[config.mk]
export PLATFORM = sky130hd
export DESIGN_NAME = mixed_radix_domain_point_encoder_flat
export DESIGN_NICKNAME = d
export VERILOG_FILES = /design/src/hdl/mrdpe_pkg.sv /design/src/hdl/mrdpe_ifs.sv /design/src/hdl/mrdpe_div.sv /design/src/hdl/mixed_radix_domain_point_encoder.sv /design/src/flat_wrapper.sv
export SDC_FILE = /design/constraint.sdc
export NUM_CORES = 1
export LEC_CHECK = 0
export BUFFER_PORTS_ARGS = -buffer_cell sky130_fd_sc_hd__buf_2
export CAP_MARGIN = 25
export CORE_UTILIZATION = 45
export DETAILED_ROUTE_END_ITERATION = 12
export HOLD_SLACK_MARGIN = 0.08
export MAX_ROUTING_LAYER = met4
export PLACE_DENSITY = 0.62
export SLEW_MARGIN = 20
export SYNTH_ARGS = -nofsm -noshare
export SYNTH_HDL_FRONTEND = slang
export SYNTH_SLANG_ARGS = --single-unit
[constraint.sdc]
create_clock -name clk -period 25.2 [get_ports clk]
set_clock_uncertainty 0.05 [all_clocks]
set_input_delay 5.04 -clock clk [delete_from_list [all_inputs] [get_ports clk]]
set_output_delay 5.04 -clock clk [all_outputs]
set_load 0.005 [all_outputs]
[src/hdl/mrdpe_pkg.sv]
// Shared types and constants for the mixed-radix domain point encoder.
package mrdpe_pkg;

	localparam int IDX_W      = 32;
	localparam int ENC_W      = 64;
	localparam int DS_W       = 33;
	localparam int CFG_IDX_W  = 3;
	localparam int CFG_DATA_W = 7;
	localparam int FIELD_W    = 7;
	localparam int CNT_W      = 2;
	localparam int PORT_REGS  = 2;
	localparam int PSEL_W     = 1;
	localparam int BITS_W     = 15;
	localparam int POS_W      = 8;
	localparam int DIV_CNT_W  = $clog2(IDX_W);

	typedef enum logic [1:0] {
		FAM_ONEHOT,
		FAM_BIN_MSB,
		FAM_BIN_LSB,
		FAM_RAW
	} fam_t;

	typedef enum logic [2:0] {
		ST_IDLE,
		ST_CARD,
		ST_CHECK,
		ST_PORT,
		ST_DIV,
		ST_BIT,
		ST_DONE
	} state_t;

	localparam logic [CFG_IDX_W-1:0] REG_PORT_COUNT = 3'd0;
	localparam logic [CFG_IDX_W-1:0] REG_P0_FAMILY  = 3'd1;
	localparam logic [CFG_IDX_W-1:0] REG_P0_WIDTH   = 3'd2;
	localparam logic [CFG_IDX_W-1:0] REG_P0_COUNT   = 3'd3;
	localparam logic [CFG_IDX_W-1:0] REG_P1_FAMILY  = 3'd4;
	localparam logic [CFG_IDX_W-1:0] REG_P1_WIDTH   = 3'd5;
	localparam logic [CFG_IDX_W-1:0] REG_P1_COUNT   = 3'd6;

	localparam logic [CNT_W-1:0]   RST_PORT_COUNT = 2'd1;
	localparam fam_t               RST_FAMILY     = FAM_BIN_MSB;
	localparam logic [FIELD_W-1:0] RST_WIDTH      = 7'd8;
	localparam logic [FIELD_W-1:0] RST_COUNT      = 7'd1;

	typedef struct packed {
		logic               start;
		logic [IDX_W-1:0]   dividend;
		logic [FIELD_W-1:0] divisor;
	} div_req_t;

	typedef struct packed {
		logic               done;
		logic [IDX_W-1:0]   quotient;
		logic [FIELD_W-1:0] remainder;
	} div_rsp_t;

endpackage

[src/hdl/mrdpe_ifs.sv]
// Handshake channel interfaces: point input, code output, configuration writes.
interface mrdpe_point_if;
	logic                         valid;
	logic                         ready;
	logic [mrdpe_pkg::IDX_W-1:0]  point_index;
	modport source (output valid, output point_index, input ready);
	modport sink (input valid, input point_index, output ready);
endinterface

interface mrdpe_code_if;
	logic                         valid;
	logic                         ready;
	logic [mrdpe_pkg::ENC_W-1:0]  encoded_bits;
	logic                         encode_ok;
	logic [mrdpe_pkg::DS_W-1:0]   domain_size;
	modport source (output valid, output encoded_bits, output encode_ok,
		output domain_size, input ready);
	modport sink (input valid, input encoded_bits, input encode_ok,
		input domain_size, output ready);
endinterface

interface mrdpe_cfg_if;
	logic                              valid;
	logic                              ready;
	logic [mrdpe_pkg::CFG_IDX_W-1:0]   index;
	logic [mrdpe_pkg::CFG_DATA_W-1:0]  data;
	modport source (output valid, output index, output data, input ready);
	modport sink (input valid, input index, input data, output ready);
endinterface

[src/hdl/mrdpe_div.sv]
// Restoring divider, one quotient bit per cycle, index by field radix.
module mrdpe_div (
	input  logic                clk,
	input  logic                arst_n,
	input  mrdpe_pkg::div_req_t req,
	output mrdpe_pkg::div_rsp_t rsp
);

	localparam logic [mrdpe_pkg::DIV_CNT_W-1:0] LAST_STEP =
		mrdpe_pkg::DIV_CNT_W'(mrdpe_pkg::IDX_W - 1);

	logic                              busy_q;
	logic                              done_q;
	logic [mrdpe_pkg::DIV_CNT_W-1:0]   cnt_q;
	logic [mrdpe_pkg::FIELD_W-1:0]     dsr_q;
	logic [mrdpe_pkg::FIELD_W-1:0]     rem_q;
	logic [mrdpe_pkg::IDX_W-1:0]       quo_q;

	logic [mrdpe_pkg::FIELD_W:0]       shifted;
	logic [mrdpe_pkg::FIELD_W:0]       diff;
	logic                              ge;

	always_comb begin
		shifted = {rem_q, quo_q[mrdpe_pkg::IDX_W-1]};
		diff    = shifted - {1'b0, dsr_q};
		ge      = shifted >= {1'b0, dsr_q};
	end

	always_ff @(posedge clk or negedge arst_n) begin
		if (!arst_n) begin
			busy_q <= 1'b0;
			done_q <= 1'b0;
			cnt_q  <= '0;
		end else begin
			done_q <= 1'b0;
			if (req.start) begin
				busy_q <= 1'b1;
				cnt_q  <= '0;
			end else if (busy_q) begin
				cnt_q <= cnt_q + 1'b1;
				if (cnt_q == LAST_STEP) begin
					busy_q <= 1'b0;
					done_q <= 1'b1;
				end
			end
		end
	end

	always_ff @(posedge clk) begin
		if (req.start) begin
			dsr_q <= req.divisor;
			rem_q <= '0;
			quo_q <= req.dividend;
		end else if (busy_q) begin
			rem_q <= ge ? diff[mrdpe_pkg::FIELD_W-1:0] : shifted[mrdpe_pkg::FIELD_W-1:0];
			quo_q <= {quo_q[mrdpe_pkg::IDX_W-2:0], ge};
		end
	end

	assign rsp.done      = done_q;
	assign rsp.quotient  = quo_q;
	assign rsp.remainder = rem_q;

	a_rem_below_divisor: assert property (@(posedge clk) disable iff (!arst_n)
		done_q |-> rem_q < dsr_q)
		else $error("remainder not below divisor");

	a_no_restart_busy: assert property (@(posedge clk) disable iff (!arst_n)
		req.start |-> !busy_q)
		else $error("divider started while busy");

	a_done_after_busy: assert property (@(posedge clk) disable iff (!arst_n)
		done_q |-> $past(busy_q))
		else $error("done without a running division");

endmodule

[src/hdl/mixed_radix_domain_point_encoder.sv]
// Top level: mixed-radix domain point encoder with configuration registers.
//
//  channel | dir | transfer carries
//  cfg     | in  | index, data            register write, always ready
//  point   | in  | point_index            one item per result
//  code    | out | encoded_bits, encode_ok, domain_size
//
// One item at a time. Each item is accepted, then the cardinality is built in F steps (one per
// field over the ports in use, multiply or shift and compare) and checked, then per
// port a setup step plus one shared-divider run per one-hot field
// or one step per binary bit, and finally the output register is loaded.
// Invalid configurations and range failures cut the sequence short.
// A finished result waits in the output register while the next item is taken.
// Reset clears configuration to its defaults and empties the output register.
module mixed_radix_domain_point_encoder #(
	parameter int MAX_PORTS   = 2,
	parameter int VECTOR_BITS = 64,
	parameter int INDEX_BITS  = 32
) (
	input  logic          clk,
	input  logic          arst_n,
	mrdpe_cfg_if.sink     cfg,
	mrdpe_point_if.sink   point,
	mrdpe_code_if.source  code
);

	localparam int IW = INDEX_BITS + 1;
	localparam int PW = 2 * IW;
	localparam int MW = IW + mrdpe_pkg::FIELD_W;
	localparam int CW = (IW > mrdpe_pkg::IDX_W) ? IW : mrdpe_pkg::IDX_W;
	localparam int SW = 2 * mrdpe_pkg::FIELD_W;
	localparam logic [PW-1:0] LIM = PW'(1) << INDEX_BITS;

	// configuration
	logic [mrdpe_pkg::CNT_W-1:0]   port_count_q;
	mrdpe_pkg::fam_t               fam_q [mrdpe_pkg::PORT_REGS];
	logic [mrdpe_pkg::FIELD_W-1:0] fw_q  [mrdpe_pkg::PORT_REGS];
	logic [mrdpe_pkg::FIELD_W-1:0] fc_q  [mrdpe_pkg::PORT_REGS];

	// sequencer and datapath
	mrdpe_pkg::state_t             state_q, state_d;
	logic [mrdpe_pkg::PSEL_W-1:0]  port_q;
	logic [mrdpe_pkg::FIELD_W-1:0] fld_q;
	logic [mrdpe_pkg::FIELD_W-1:0] cnt_q;
	logic [IW-1:0]                 total_q;
	logic [mrdpe_pkg::BITS_W-1:0]  bits_q;
	logic [mrdpe_pkg::IDX_W-1:0]   index_q;
	logic [VECTOR_BITS-1:0]        vec_q;
	logic                          ok_q;
	logic [mrdpe_pkg::POS_W-1:0]   off_q, pos_q, step_q;

	// output register
	logic                          out_valid_q;
	logic [mrdpe_pkg::ENC_W-1:0]   out_vec_q;
	logic                          out_ok_q;
	logic [mrdpe_pkg::DS_W-1:0]    out_dsize_q;

	mrdpe_pkg::div_req_t           div_req;
	mrdpe_pkg::div_rsp_t           div_rsp;

	mrdpe_pkg::fam_t               fam_sel;
	logic [mrdpe_pkg::FIELD_W-1:0] fw_sel, fc_sel;
	logic [mrdpe_pkg::PORT_REGS-1:0] port_ok;
	logic                          cfg_ok;
	logic                          onehot;
	logic                          last_port, last_field, last_step;
	logic [MW-1:0]                 mul;
	logic [PW-1:0]                 prod;
	logic                          over;
	logic                          range_fail;
	logic [SW-1:0]                 slice;
	logic [mrdpe_pkg::POS_W-1:0]   slice_pos;
	logic                          accept, out_free;
	logic                          set_en;
	logic [mrdpe_pkg::POS_W-1:0]   set_pos;
	logic [VECTOR_BITS-1:0]        set_mask;

	mrdpe_div u_div (
		.clk    (clk),
		.arst_n (arst_n),
		.req    (div_req),
		.rsp    (div_rsp)
	);

	// configuration writes
	assign cfg.ready = 1'b1;

	always_ff @(posedge clk or negedge arst_n) begin
		if (!arst_n) begin
			port_count_q <= mrdpe_pkg::RST_PORT_COUNT;
			for (int p = 0; p < mrdpe_pkg::PORT_REGS; p++) begin
				fam_q[p] <= mrdpe_pkg::RST_FAMILY;
				fw_q[p]  <= mrdpe_pkg::RST_WIDTH;
				fc_q[p]  <= mrdpe_pkg::RST_COUNT;
			end
		end else if (cfg.valid) begin
			unique case (cfg.index)
				mrdpe_pkg::REG_PORT_COUNT: port_count_q <= cfg.data[mrdpe_pkg::CNT_W-1:0];
				mrdpe_pkg::REG_P0_FAMILY:  fam_q[0] <= mrdpe_pkg::fam_t'(cfg.data[1:0]);
				mrdpe_pkg::REG_P0_WIDTH:   fw_q[0]  <= cfg.data;
				mrdpe_pkg::REG_P0_COUNT:   fc_q[0]  <= cfg.data;
				mrdpe_pkg::REG_P1_FAMILY:  fam_q[1] <= mrdpe_pkg::fam_t'(cfg.data[1:0]);
				mrdpe_pkg::REG_P1_WIDTH:   fw_q[1]  <= cfg.data;
				mrdpe_pkg::REG_P1_COUNT:   fc_q[1]  <= cfg.data;
				default: ;
			endcase
		end
	end

	// per-port and overall enumerability
	always_comb begin
		for (int p = 0; p < mrdpe_pkg::PORT_REGS; p++) begin
			unique case (fam_q[p]) inside
				mrdpe_pkg::FAM_ONEHOT:
					port_ok[p] = (fw_q[p] != '0) && (fc_q[p] != '0);
				mrdpe_pkg::FAM_BIN_MSB, mrdpe_pkg::FAM_BIN_LSB:
					port_ok[p] = (fw_q[p] != '0) && (int'(fw_q[p]) < 64) && (fc_q[p] != '0);
				default:
					port_ok[p] = 1'b0;
			endcase
		end
		cfg_ok = (port_count_q != '0) && (int'(port_count_q) <= MAX_PORTS)
			&& (int'(port_count_q) <= mrdpe_pkg::PORT_REGS) && port_ok[0]
			&& ((int'(port_count_q) < 2) || port_ok[1]);
	end

	// shared multiply/shift-compare and position arithmetic
	always_comb begin
		fam_sel    = fam_q[port_q];
		fw_sel     = fw_q[port_q];
		fc_sel     = fc_q[port_q];
		onehot     = fam_sel == mrdpe_pkg::FAM_ONEHOT;
		last_port  = (mrdpe_pkg::CNT_W'(port_q) + mrdpe_pkg::CNT_W'(1)) == port_count_q;
		last_field = (fld_q + 1'b1) == fc_sel;
		last_step  = cnt_q == mrdpe_pkg::FIELD_W'(1);
		mul        = MW'(total_q) * MW'(fw_sel);
		prod       = onehot ? PW'(mul) : (PW'(total_q) << fw_sel[mrdpe_pkg::FIELD_W-2:0]);
		over       = (prod > LIM) || (!onehot && (int'(fw_sel) > INDEX_BITS));
		range_fail = (int'(bits_q) > VECTOR_BITS) || (CW'(index_q) >= CW'(total_q));
		slice      = SW'(fw_sel) * SW'(fc_sel);
		slice_pos  = slice[mrdpe_pkg::POS_W-1:0];
		accept     = point.valid && point.ready;
		out_free   = !out_valid_q || code.ready;
	end

	// next state
	always_comb begin
		state_d = state_q;
		unique case (state_q)
			mrdpe_pkg::ST_IDLE:
				if (accept) state_d = cfg_ok ? mrdpe_pkg::ST_CARD : mrdpe_pkg::ST_DONE;
			mrdpe_pkg::ST_CARD:
				if (over) state_d = mrdpe_pkg::ST_DONE;
				else if (last_field && last_port) state_d = mrdpe_pkg::ST_CHECK;
			mrdpe_pkg::ST_CHECK:
				state_d = range_fail ? mrdpe_pkg::ST_DONE : mrdpe_pkg::ST_PORT;
			mrdpe_pkg::ST_PORT:
				state_d = onehot ? mrdpe_pkg::ST_DIV : mrdpe_pkg::ST_BIT;
			mrdpe_pkg::ST_DIV:
				if (div_rsp.done && last_step)
					state_d = last_port ? mrdpe_pkg::ST_DONE : mrdpe_pkg::ST_PORT;
			mrdpe_pkg::ST_BIT:
				if (last_step)
					state_d = last_port ? mrdpe_pkg::ST_DONE : mrdpe_pkg::ST_PORT;
			mrdpe_pkg::ST_DONE:
				if (out_free) state_d = mrdpe_pkg::ST_IDLE;
			default:
				state_d = mrdpe_pkg::ST_IDLE;
		endcase
	end

	// sequencer outputs
	always_comb begin
		point.ready      = 1'b0;
		div_req.start    = 1'b0;
		div_req.dividend = index_q;
		div_req.divisor  = fw_sel;
		set_en           = 1'b0;
		set_pos          = pos_q;
		unique case (state_q)
			mrdpe_pkg::ST_IDLE:
				point.ready = 1'b1;
			mrdpe_pkg::ST_PORT:
				div_req.start = onehot;
			mrdpe_pkg::ST_DIV: begin
				// chain the next field straight off the quotient
				div_req.dividend = div_rsp.quotient;
				div_req.start    = div_rsp.done && !last_step;
				set_en           = div_rsp.done;
				set_pos          = pos_q + mrdpe_pkg::POS_W'(div_rsp.remainder);
			end
			mrdpe_pkg::ST_BIT:
				set_en = index_q[0];
			default: ;
		endcase
		for (int i = 0; i < VECTOR_BITS; i++)
			set_mask[i] = set_en && (set_pos == mrdpe_pkg::POS_W'(i));
	end

	always_ff @(posedge clk or negedge arst_n) begin
		if (!arst_n) begin
			state_q <= mrdpe_pkg::ST_IDLE;
			port_q  <= '0;
			fld_q   <= '0;
			cnt_q   <= '0;
		end else begin
			state_q <= state_d;
			unique case (state_q)
				mrdpe_pkg::ST_IDLE:
					if (accept) begin
						port_q <= '0;
						fld_q  <= '0;
					end
				mrdpe_pkg::ST_CARD:
					if (!over) begin
						if (last_field) begin
							fld_q  <= '0;
							port_q <= port_q + 1'b1;
						end else begin
							fld_q <= fld_q + 1'b1;
						end
					end
				mrdpe_pkg::ST_CHECK:
					port_q <= '0;
				mrdpe_pkg::ST_PORT:
					cnt_q <= onehot ? fc_sel : slice[mrdpe_pkg::FIELD_W-1:0];
				mrdpe_pkg::ST_DIV:
					if (div_rsp.done) begin
						cnt_q <= cnt_q - 1'b1;
						if (last_step) port_q <= port_q + 1'b1;
					end
				mrdpe_pkg::ST_BIT: begin
					cnt_q <= cnt_q - 1'b1;
					if (last_step) port_q <= port_q + 1'b1;
				end
				default: ;
			endcase
		end
	end

	always_ff @(posedge clk) begin
		if (state_q == mrdpe_pkg::ST_IDLE && accept) begin
			vec_q <= '0;
		end else begin
			vec_q <= vec_q | set_mask;
		end
		case (state_q)
			mrdpe_pkg::ST_IDLE:
				if (accept) begin
					index_q <= point.point_index;
					total_q <= cfg_ok ? IW'(1) : '0;
					bits_q  <= '0;
					ok_q    <= 1'b0;
				end
			mrdpe_pkg::ST_CARD:
				if (over) begin
					total_q <= '0;
				end else begin
					total_q <= prod[IW-1:0];
					bits_q  <= bits_q + mrdpe_pkg::BITS_W'(fw_sel);
				end
			mrdpe_pkg::ST_CHECK:
				off_q <= '0;
			mrdpe_pkg::ST_PORT: begin
				off_q <= off_q + slice_pos;
				case (fam_sel)
					mrdpe_pkg::FAM_ONEHOT: begin
						// field 0 is the most significant digit, so walk downward
						pos_q  <= off_q + slice_pos - mrdpe_pkg::POS_W'(fw_sel);
						step_q <= '0 - mrdpe_pkg::POS_W'(fw_sel);
					end
					mrdpe_pkg::FAM_BIN_MSB: begin
						pos_q  <= off_q + slice_pos - 1'b1;
						step_q <= '1;
					end
					default: begin
						pos_q  <= off_q;
						step_q <= mrdpe_pkg::POS_W'(1);
					end
				endcase
			end
			mrdpe_pkg::ST_DIV:
				if (div_rsp.done) begin
					index_q <= div_rsp.quotient;
					pos_q   <= pos_q + step_q;
					if (last_step && last_port) ok_q <= 1'b1;
				end
			mrdpe_pkg::ST_BIT: begin
				index_q <= index_q >> 1;
				pos_q   <= pos_q + step_q;
				if (last_step && last_port) ok_q <= 1'b1;
			end
			default: ;
		endcase
	end

	// output register
	always_ff @(posedge clk or negedge arst_n) begin
		if (!arst_n) begin
			out_valid_q <= 1'b0;
		end else if (state_q == mrdpe_pkg::ST_DONE && out_free) begin
			out_valid_q <= 1'b1;
		end else if (code.ready) begin
			out_valid_q <= 1'b0;
		end
	end

	always_ff @(posedge clk) begin
		if (state_q == mrdpe_pkg::ST_DONE && out_free) begin
			out_vec_q   <= ok_q ? mrdpe_pkg::ENC_W'(vec_q) : '0;
			out_ok_q    <= ok_q;
			out_dsize_q <= mrdpe_pkg::DS_W'(total_q);
		end
	end

	assign code.valid        = out_valid_q;
	assign code.encoded_bits = out_vec_q;
	assign code.encode_ok    = out_ok_q;
	assign code.domain_size  = out_dsize_q;

	a_fail_zero_bits: assert property (@(posedge clk) disable iff (!arst_n)
		code.valid && !code.encode_ok |-> code.encoded_bits == '0)
		else $error("failed encoding carries set bits");

	a_ok_has_domain: assert property (@(posedge clk) disable iff (!arst_n)
		code.valid && code.encode_ok |-> code.domain_size != '0)
		else $error("valid encoding with empty domain");

	a_busy_after_accept: assert property (@(posedge clk) disable iff (!arst_n)
		point.valid && point.ready |=> !point.ready)
		else $error("ready straight after a transfer");

	a_pos_in_vector: assert property (@(posedge clk) disable iff (!arst_n)
		set_en |-> int'(set_pos) < VECTOR_BITS)
		else $error("bit position outside vector");

endmodule
[src/flat_wrapper.sv]
// flat-port wrapper written by rule: the top's interface ports become plain ports
module mixed_radix_domain_point_encoder_flat 
#(
	parameter int MAX_PORTS   = 2,
	parameter int VECTOR_BITS = 64,
	parameter int INDEX_BITS  = 32
)
  (clk, arst_n, cfg_valid, cfg_index, cfg_data, cfg_ready, point_valid, point_point_index, point_ready, code_valid, code_encoded_bits, code_encode_ok, code_domain_size, code_ready);
  mrdpe_cfg_if cfg_i ();
  mrdpe_point_if point_i ();
  mrdpe_code_if code_i ();
  input  logic clk;
  input  logic arst_n;
  input wire logic [$bits(cfg_i.valid)-1:0] cfg_valid;
  input wire logic [$bits(cfg_i.index)-1:0] cfg_index;
  input wire logic [$bits(cfg_i.data)-1:0] cfg_data;
  output wire logic [$bits(cfg_i.ready)-1:0] cfg_ready;
  input wire logic [$bits(point_i.valid)-1:0] point_valid;
  input wire logic [$bits(point_i.point_index)-1:0] point_point_index;
  output wire logic [$bits(point_i.ready)-1:0] point_ready;
  output wire logic [$bits(code_i.valid)-1:0] code_valid;
  output wire logic [$bits(code_i.encoded_bits)-1:0] code_encoded_bits;
  output wire logic [$bits(code_i.encode_ok)-1:0] code_encode_ok;
  output wire logic [$bits(code_i.domain_size)-1:0] code_domain_size;
  input wire logic [$bits(code_i.ready)-1:0] code_ready;
  assign cfg_i.valid = cfg_valid;
  assign cfg_i.index = cfg_index;
  assign cfg_i.data = cfg_data;
  assign cfg_ready = cfg_i.ready;
  assign point_i.valid = point_valid;
  assign point_i.point_index = point_point_index;
  assign point_ready = point_i.ready;
  assign code_valid = code_i.valid;
  assign code_encoded_bits = code_i.encoded_bits;
  assign code_encode_ok = code_i.encode_ok;
  assign code_domain_size = code_i.domain_size;
  assign code_i.ready = code_ready;
  mixed_radix_domain_point_encoder #(.MAX_PORTS(MAX_PORTS), .VECTOR_BITS(VECTOR_BITS), .INDEX_BITS(INDEX_BITS)) u_core (.clk(clk), .arst_n(arst_n), .cfg(cfg_i), .point(point_i), .code(code_i));
endmodule
==> PnR_summary.wiki, run 1 <==
{| class="wikitable"
! Metric !! Value
|-
| Antenna violations before repair || 0
|-
| Fin crit share || 0.378
|-
| Sinks on Clock Net || roughly 370
|-
| Max Cap Violations || 0
|-
| Tightest Pin Transition || ~1.1 ns
|-
| Detailed placer's ending HPWL || 59.8 mm
|-
| Sequential fraction of the synthesis area || 0.362
|-
| Crit start category || register
|-
| Clock network latency to the later pin of the worst-skew pair || ~0.62 ns
|-
| Outcome || completed
|-
| Most frequent cells in the layout || nor2_1, nand2_1, edfxtp_1, inv_1, a21oi_1
|-
| Total via count after detailed routing || 22,377
|-
| Layout overhead on the synthesized area || 11.0%
|-
| Tot GR Track Use || 0.270
|-
| Relative slew slack || 0.273
|-
| Final-report hold violation count || 0
|-
| Core region area || just over 60,000 um2
|-
| CTS H-Tree Depth || 2
|-
| Global-route wire length before repair || approximately 130 mm
|-
| Max Fclk || ~100 MHz
|-
| Inserted Clock Buffers || between 40 and 50
|-
| Setup crit end || u_core.fld_q[1]
|-
| Pin count of the biggest net entering global routing || a little under 90
|-
| Initial core utilization || 0.456
|-
| Critical path data arrival time || roughly 10 ns
|-
| Die footprint || ~64,000 um2
|-
| Average detailed-routed wire length per instance || 21.1 um
|-
| Ant diodes || 0
|-
| Clock Pin Slew Worst Setup and Hold Paths || ~0.06 ns
|-
| Die X-Extent || 252 um
|-
| Die Span Y || 252 um
|-
| Vias in the first global route || between 20,000 and 25,000
|-
| Port buffer count || ~150
|-
| Minimum setup slack among reg-to-reg paths || roughly 16 ns
|-
| Post-detailed-routing wire length || approximately 82 mm
|-
| Rows || 91
|-
| Setup TNS || 0 ns
|-
| Post-layout minimum cycle time || between 9 and 10 ns
|-
| Top-Level Pins || between 100 and 150
|-
| Number of distinct library cells after synthesis || 92
|-
| Final antenna-violating net count || 0
|-
| Critical-path maximum fanout || 44
|-
| Predominant post-synthesis flop cell || edfxtp_1
|-
| Total Nets Final || between 3,000 and 4,000
|-
| Max-slew violations || 0
|-
| Final number of setup-violating endpoints || 0
|-
| Reg2reg end || u_core.fld_q[1]
|-
| Layout cell share with drive strength beyond 1 || 0.120
|-
| Worst reg2reg path startpoint || u_core.port_q
|-
| Worst-case reg-to-reg path depth || 23
|-
| Type of the tightest min-delay check || register to register
|-
| Critical path type || register to register
|-
| Hold-fix buffers at CTS || 0
|-
| Count of state elements after synthesis || between 300 and 400
|-
| Endpoint kind of the worst setup timing path || register
|-
| FFs w/ async S/R, synth || 0.161
|-
| Iter 0 DRT Violations || between 1,500 and 2,000
|-
| EDFF count, synth || 242
|-
| CP Data Required Time || ~26 ns
|-
| Clock tree from TritonCTS || done
|-
| Root cell of the clock tree || clkbuf_16
|-
| Initial DRT Pass Iterations || 5
|-
| RSZ-0062 raised after global routing || no
|-
| Post-CTS Setup Repair Bufs || 0
|-
| DRC || 0
|-
| Count of cells resized by post-cts repair || 0
|-
| Yosys Warn Count || 0
|-
| Syn Area/Cell || around 9.5 um2
|-
| Syn nets || roughly 3,300
|-
| Commonest non-fill, non-tap cell in the layout || nor2_1
|-
| Clock buffer depth || 3
|-
| Cells after Synth || ~3,000
|-
| Post-synth design cell area || about 28,000 um2
|-
| Remaining global-route overflow || 0
|-
| Final Wtd Congestion || between 0.9 and 1
|-
| CP startpoint || u_core.port_q
|-
| Avg Vias per Cell || between 5 and 6
|}
[layout make-up]
cell class | instances | area, um2
well taps | 837 | 1050
multi-input cells | 2187 | 16600
fillers | 5766 | 30500
inverters | 244 | 921
repair buffers | 181 | 991
flip-flops and latches | 373 | 10200
clock inverters | 23 | 282
clock buffers | 59 | 1220
[flip-flops by register name, indices dropped and copies added, names as in the netlist, 2 cells and up]
register,count
u_core.code.encoded_bits,64
u_core.vec_q,64
u_core.code.domain_size,33
u_core.total_q,33
u_core.index_q,32
u_core.u_div.quo_q,32
u_core.bits_q,15
u_core.fc_q,14
u_core.fw_q,14
u_core.off_q,8
u_core.pos_q,8
u_core.step_q,8
u_core.cnt_q,7
u_core.fld_q,7
u_core.u_div.dsr_q,7
u_core.u_div.rem_q,7
u_core.u_div.cnt_q,5
u_core.fam_q,4
u_core.state_q,3
u_core.port_count_q,2
[critical path, stage by stage, from the launching register on]
cell     delay (ns)
dfrtp_2        1.00
mux2i_4        0.48
buf_4          0.63
inv_2          0.36
nand2_1        0.20
fa_1           0.45
inv_1          0.10
ha_1           0.15
inv_1          0.05
fa_1           0.48
fa_1           0.55
inv_1          0.04
ha_1           0.37
nand2_1        0.09
o311a_1        0.43
o41ai_1        0.95
xnor2_1        0.20
o22ai_1        0.11
or4_1          0.44
nor4b_2        0.34
a31oi_1        0.19
or4_4          0.67
or2_1          0.60
a32o_1         0.42
[cell families (layout without fill, tap and decap cells)]
group                      count (synthesis)  in the layout  share of synthesized area
buffers and inverters                    391            507                     0.0535
AOI/OAI and AO/OA                        572            572                      0.127
and+or+nand+nor                         1031           1031                      0.163
adders and majority gates                326            326                      0.191
other                                      1              1                   0.000133
xor gates and xnor gates                 101            101                     0.0314
DFF                                      373            373                      0.362
muxes                                    156            156                     0.0719
[per-layer routing]
layer / global-route usage / up-vias / part of all wire / wire (um)
met3: 0.0325 / 178 / 0.058 / 4790
met1: 0.336 / 10980 / 0.42 / 34400
met5: - / - / 0 / 0
met4: 0.117 / 0 / 0.045 / 3680
li1: - / 10375 / - / -
met2: 0.443 / 844 / 0.48 / 39600
[Yosys cell counts (all sizes together), types with 9 or more instances]
cell	n	area, um2
a31oi	18	113
o22ai	24	150
and3	10	62.6
nor4	11	68.8
nor3	34	170
o21bai	16	120
fa	172	3440
buf	38	175
inv	235	887
a21oi	232	1160
mux4	29	657
mux2i	87	915
xnor2	78	683
and2	99	619
ha	154	1930
xor2	23	201
a22oi	11	82.6
or2	10	62.6
dfrtp	53	1330
o31ai	10	75.1
nor2b	16	100
a211oi	23	173
nand4	27	169
o21ai	91	455
o21a	9	67.6
mux2	40	450
nand2	291	1090
a21o	51	383
nand2b	16	100
clkinv	9	33.8
edfxtp	242	7270
nor2	443	1670
nand3	42	210
o211ai	14	105
dfxtp	71	1420
clkbuf	109	409
[how the worst min path moves through the flow]
stage	cells after the start	slack (ns)	from	to
after floorplan	0	0.37	u_core.total_q[30]	u_core.code.domain_size[30]
after global placement	2	0.39	u_core.vec_q[54]	u_core.vec_q[54]
after detailed placement	2	0.40	u_core.vec_q[5]	u_core.vec_q[5]
after CTS	2	0.41	u_core.vec_q[53]	u_core.vec_q[53]
after global routing	2	0.42	u_core.vec_q[53]	u_core.vec_q[53]
final	2	0.41	u_core.vec_q[23]	u_core.vec_q[23]
[through the flow]
step	std cells	hold slack, ns	utilization	instance area [um2]	worst slack [ns]
after floorplan	2951	0.374	-	28100	15.06
after global placement	3820	0.391	0.481	29700	15.94
after detailed placement	3821	0.397	0.481	29700	15.81
after CTS	3903	0.412	0.506	31200	15.77
after global routing	3904	0.420	0.506	31200	15.28
final	3904	0.409	0.506	31200	15.67
Power of run 1 is left out: the tool's default activity adds up to more than one toggle a clock period on the data nets, which glitch-free logic cannot reach.
==> run 2, diff against run 1 <==
PLACE_DENSITY = 0.64   (was 0.62)
clock period = 8.3 ns   (was 25.2 ns; I/O delays follow)
==> PnR_summary.wiki, run 2 (synthesis gave the netlist of run 1 again) <==
{| class="wikitable"
! Metric !! Value
|-
| Outcome || completed
|-
| Crit start category || register
|-
| RSZ-0062 raised after global routing || no
|-
| Max Fclk || 126 MHz (+20%)
|-
| Port buffer count || 146 (unchanged)
|-
| DRC || 0 (unchanged)
|-
| Core region area || 61,700 um2 (unchanged)
|-
| Critical path data arrival time || 8.31 ns (-1.67 ns)
|-
| Sinks on Clock Net || 373 (unchanged)
|-
| Top-Level Pins || 148 (unchanged)
|-
| Kind of cell adding the most delay to the critical path || adder cells
|-
| Final antenna-violating net count || 0 (unchanged)
|-
| Final Wtd Congestion || 0.947 (about the same)
|-
| Clock Pin Slew Worst Setup and Hold Paths || 0.06 ns (about the same)
|-
| Worst reg2reg path startpoint || u_core.port_q
|-
| Post-layout minimum cycle time || 7.93 ns (-1.60 ns)
|-
| Minimum setup slack among reg-to-reg paths || 0.37 ns (-15.30 ns)
|-
| Pin count of the biggest net entering global routing || 65 (-26%)
|-
| Layout cell share with drive strength beyond 1 || 0.138 (+0.0176)
|-
| Max Cap Violations || 0 (unchanged)
|-
| Die footprint || 63,500 um2 (unchanged)
|-
| Final-report hold violation count || 0 (unchanged)
|-
| Global-route wire length before repair || 133 mm (+2.1%)
|-
| Max-slew violations || 0 (unchanged)
|-
| Clock buffer depth || 3 (unchanged)
|-
| Critical path type || register to register
|-
| Die X-Extent || 252 um (unchanged)
|-
| Total via count after detailed routing || 22,888 (+2.3%)
|-
| # placed instances || 3,878 (+1.5%)
|-
| Critical-path maximum fanout || 17 (-61%)
|-
| Antenna violations before repair || 0 (unchanged)
|-
| Startpoint of the most critical hold path || u_core.vec_q[35]
|-
| Most frequent cells in the layout || nor2_1, nand2_1, edfxtp_1, inv_1, a21oi_1
|-
| Final number of setup-violating endpoints || 0 (unchanged)
|-
| Initial DRT Pass Iterations || 5 (unchanged)
|-
| Commonest non-fill, non-tap cell in the layout || nor2_1
|-
| Critical path cell sequence || mux2i_4 -> buf_4 -> nor2_1 -> fa_1 -> ha_1 -> inv_1 -> fa_1 -> fa_1 -> inv_1 -> ha_1 -> nand2_1 -> o311a_1 -> o41ai_2 -> xnor2_1 -> o22ai_1 -> or4_1 -> nor4b_2 -> buf_4 -> a31oi_1 -> or4_4 -> or2_1 -> buf_12 -> a21oi_1
|-
| Cell type of the slowest stage on the worst timing path || mux2i_4
|-
| Min-Delay Endpoint || u_core.vec_q[35]
|-
| Worst path buffer plus inverter count || 5 (unchanged)
|-
| Post-detailed-routing wire length || 84.7 mm (+2.7%)
|-
| Tot GR Track Use || 0.276 (+0.00639)
|-
| Clock tree from TritonCTS || done
|-
| CP Data Required Time || 8.68 ns (-16.96 ns)
|-
| Endpoint kind of the worst setup timing path || register
|-
| Average detailed-routed wire length per instance || 21.4 um (+1.1%)
|-
| Detailed placer's ending HPWL || 63.1 mm (+5.5%)
|-
| Fin crit share || 0.955 (+0.577)
|-
| Crit-path max cell delay || 0.68 ns (-0.32 ns)
|-
| Initial core utilization || 0.456 (unchanged)
|-
| Remaining global-route overflow || 0 (unchanged)
|-
| Ant diodes || 0 (unchanged)
|-
| Die Span Y || 252 um (unchanged)
|-
| Tightest Pin Transition || 0.982 ns (-0.0943 ns)
|-
| Hold depth || 2 (unchanged)
|-
| Pre-CTS setup slack || 0.381 ns (-15.43 ns)
|-
| Iter 0 DRT Violations || 1,676 (-5.2%)
|-
| Crit-path most repeated cell || fa_1
|-
| Type of the tightest min-delay check || register to register
|-
| Setup TNS || 0 ns (unchanged)
|-
| Vias in the first global route || 23,524 (+3.2%)
|-
| Fin worst setup slack || 0.373 ns (-15.30 ns)
|-
| Layout fillers || 5,689 (-1.3%)
|-
| Final standard cell utilization of the core || 0.515 (+0.00914)
|-
| Inserted Clock Buffers || 45 (+2.3%)
|-
| Clock network latency to the later pin of the worst-skew pair || 0.61 ns (about the same)
|-
| Root cell of the clock tree || clkbuf_16
|-
| Non-filler instance count after layout || 3,963 (+1.5%)
|-
| Rows || 91 (unchanged)
|-
| Layout overhead on the synthesized area || 13.0%
|-
| Reg2reg end || u_core.total_q[7]
|-
| Total Nets Final || 3,462 (+1.7%)
|-
| Worst-case reg-to-reg path depth || 23 (unchanged)
|-
| Avg Vias per Cell || 5.78 (+0.76%)
|-
| Relative slew slack || 0.343 (+0.0698)
|-
| CTS H-Tree Depth || 2 (unchanged)
|}
## run 2: cell count changes in the layout (fill, tap and decap cells not counted), sizes merged
cell	change
bufinv	-1
clkbuf	+3
clkinvlp	-2
buf	+57
clkinv	-2
inv	+4
## run 2: stage by stage
step,cell area [um2],hold slack [ns]
floorplan,28200,0.374
global placement,30200,0.391
detailed placement,30300,0.398
CTS,31800,0.411
global route,31800,0.421
finish,31800,0.407
## run 2: final cells by class
cell class / count / area (um2) / share of cell area
Clock buffer: 62 / 1260 / 0.0397
Clock inverter: 22 / 244 / 0.00768
Inverter: 244 / 921 / 0.0290
Multi-Input combinational cell: 2187 / 16600 / 0.522
Sequential cell: 373 / 10200 / 0.321
Tap cell: 837 / 1050 / 0.0330
Timing Repair Buffer: 238 / 1530 / 0.0480
## run 2: routing by layer
| metal | global-route usage | routed length [um] |
|---|---|---|
| met1 | 0.332 | 34500 |
| met4 | 0.128 | 4180 |
| met3 | 0.0361 | 4810 |
| met5 | - | 0 |
| met2 | 0.462 | 41200 |
## run 2: timing repair
item | 4_1_cts | 5_1_grt
endpoints found under the hold margin | 0 | 0
gates resized for setup | 0 | 1
hold buffers | 0 | 0
setup endpoints to repair | 0 | 33
buffers inserted | 0 | 0
## run 2: how the worst max path moves through the flow
| stage | from | to | slack (ns) | cells past startpoint |
|---|---|---|---|---|
| after global placement | u_core.port_q | u_core.bits_q[8] | 0.44 | 23 |
| after detailed placement | u_core.port_q | u_core.bits_q[9] | 0.38 | 23 |
| after global routing | u_core.port_q | u_core.bits_q[4] | 0.06 | 25 |
| final | u_core.port_q | u_core.total_q[7] | 0.37 | 23 |
| after CTS | u_core.port_q | u_core.total_q[23] | 0.34 | 24 |
| after floorplan | u_core.port_q | u_core.state_q[0] | 0.01 | 29 |
## run 2: worst min-delay path, stage by stage (launching register included)
cell and delay (ns):
dfxtp_1 0.32, a21oi_1 0.04, nor2_1 0.07
Power of run 2 is left out for the same reason.
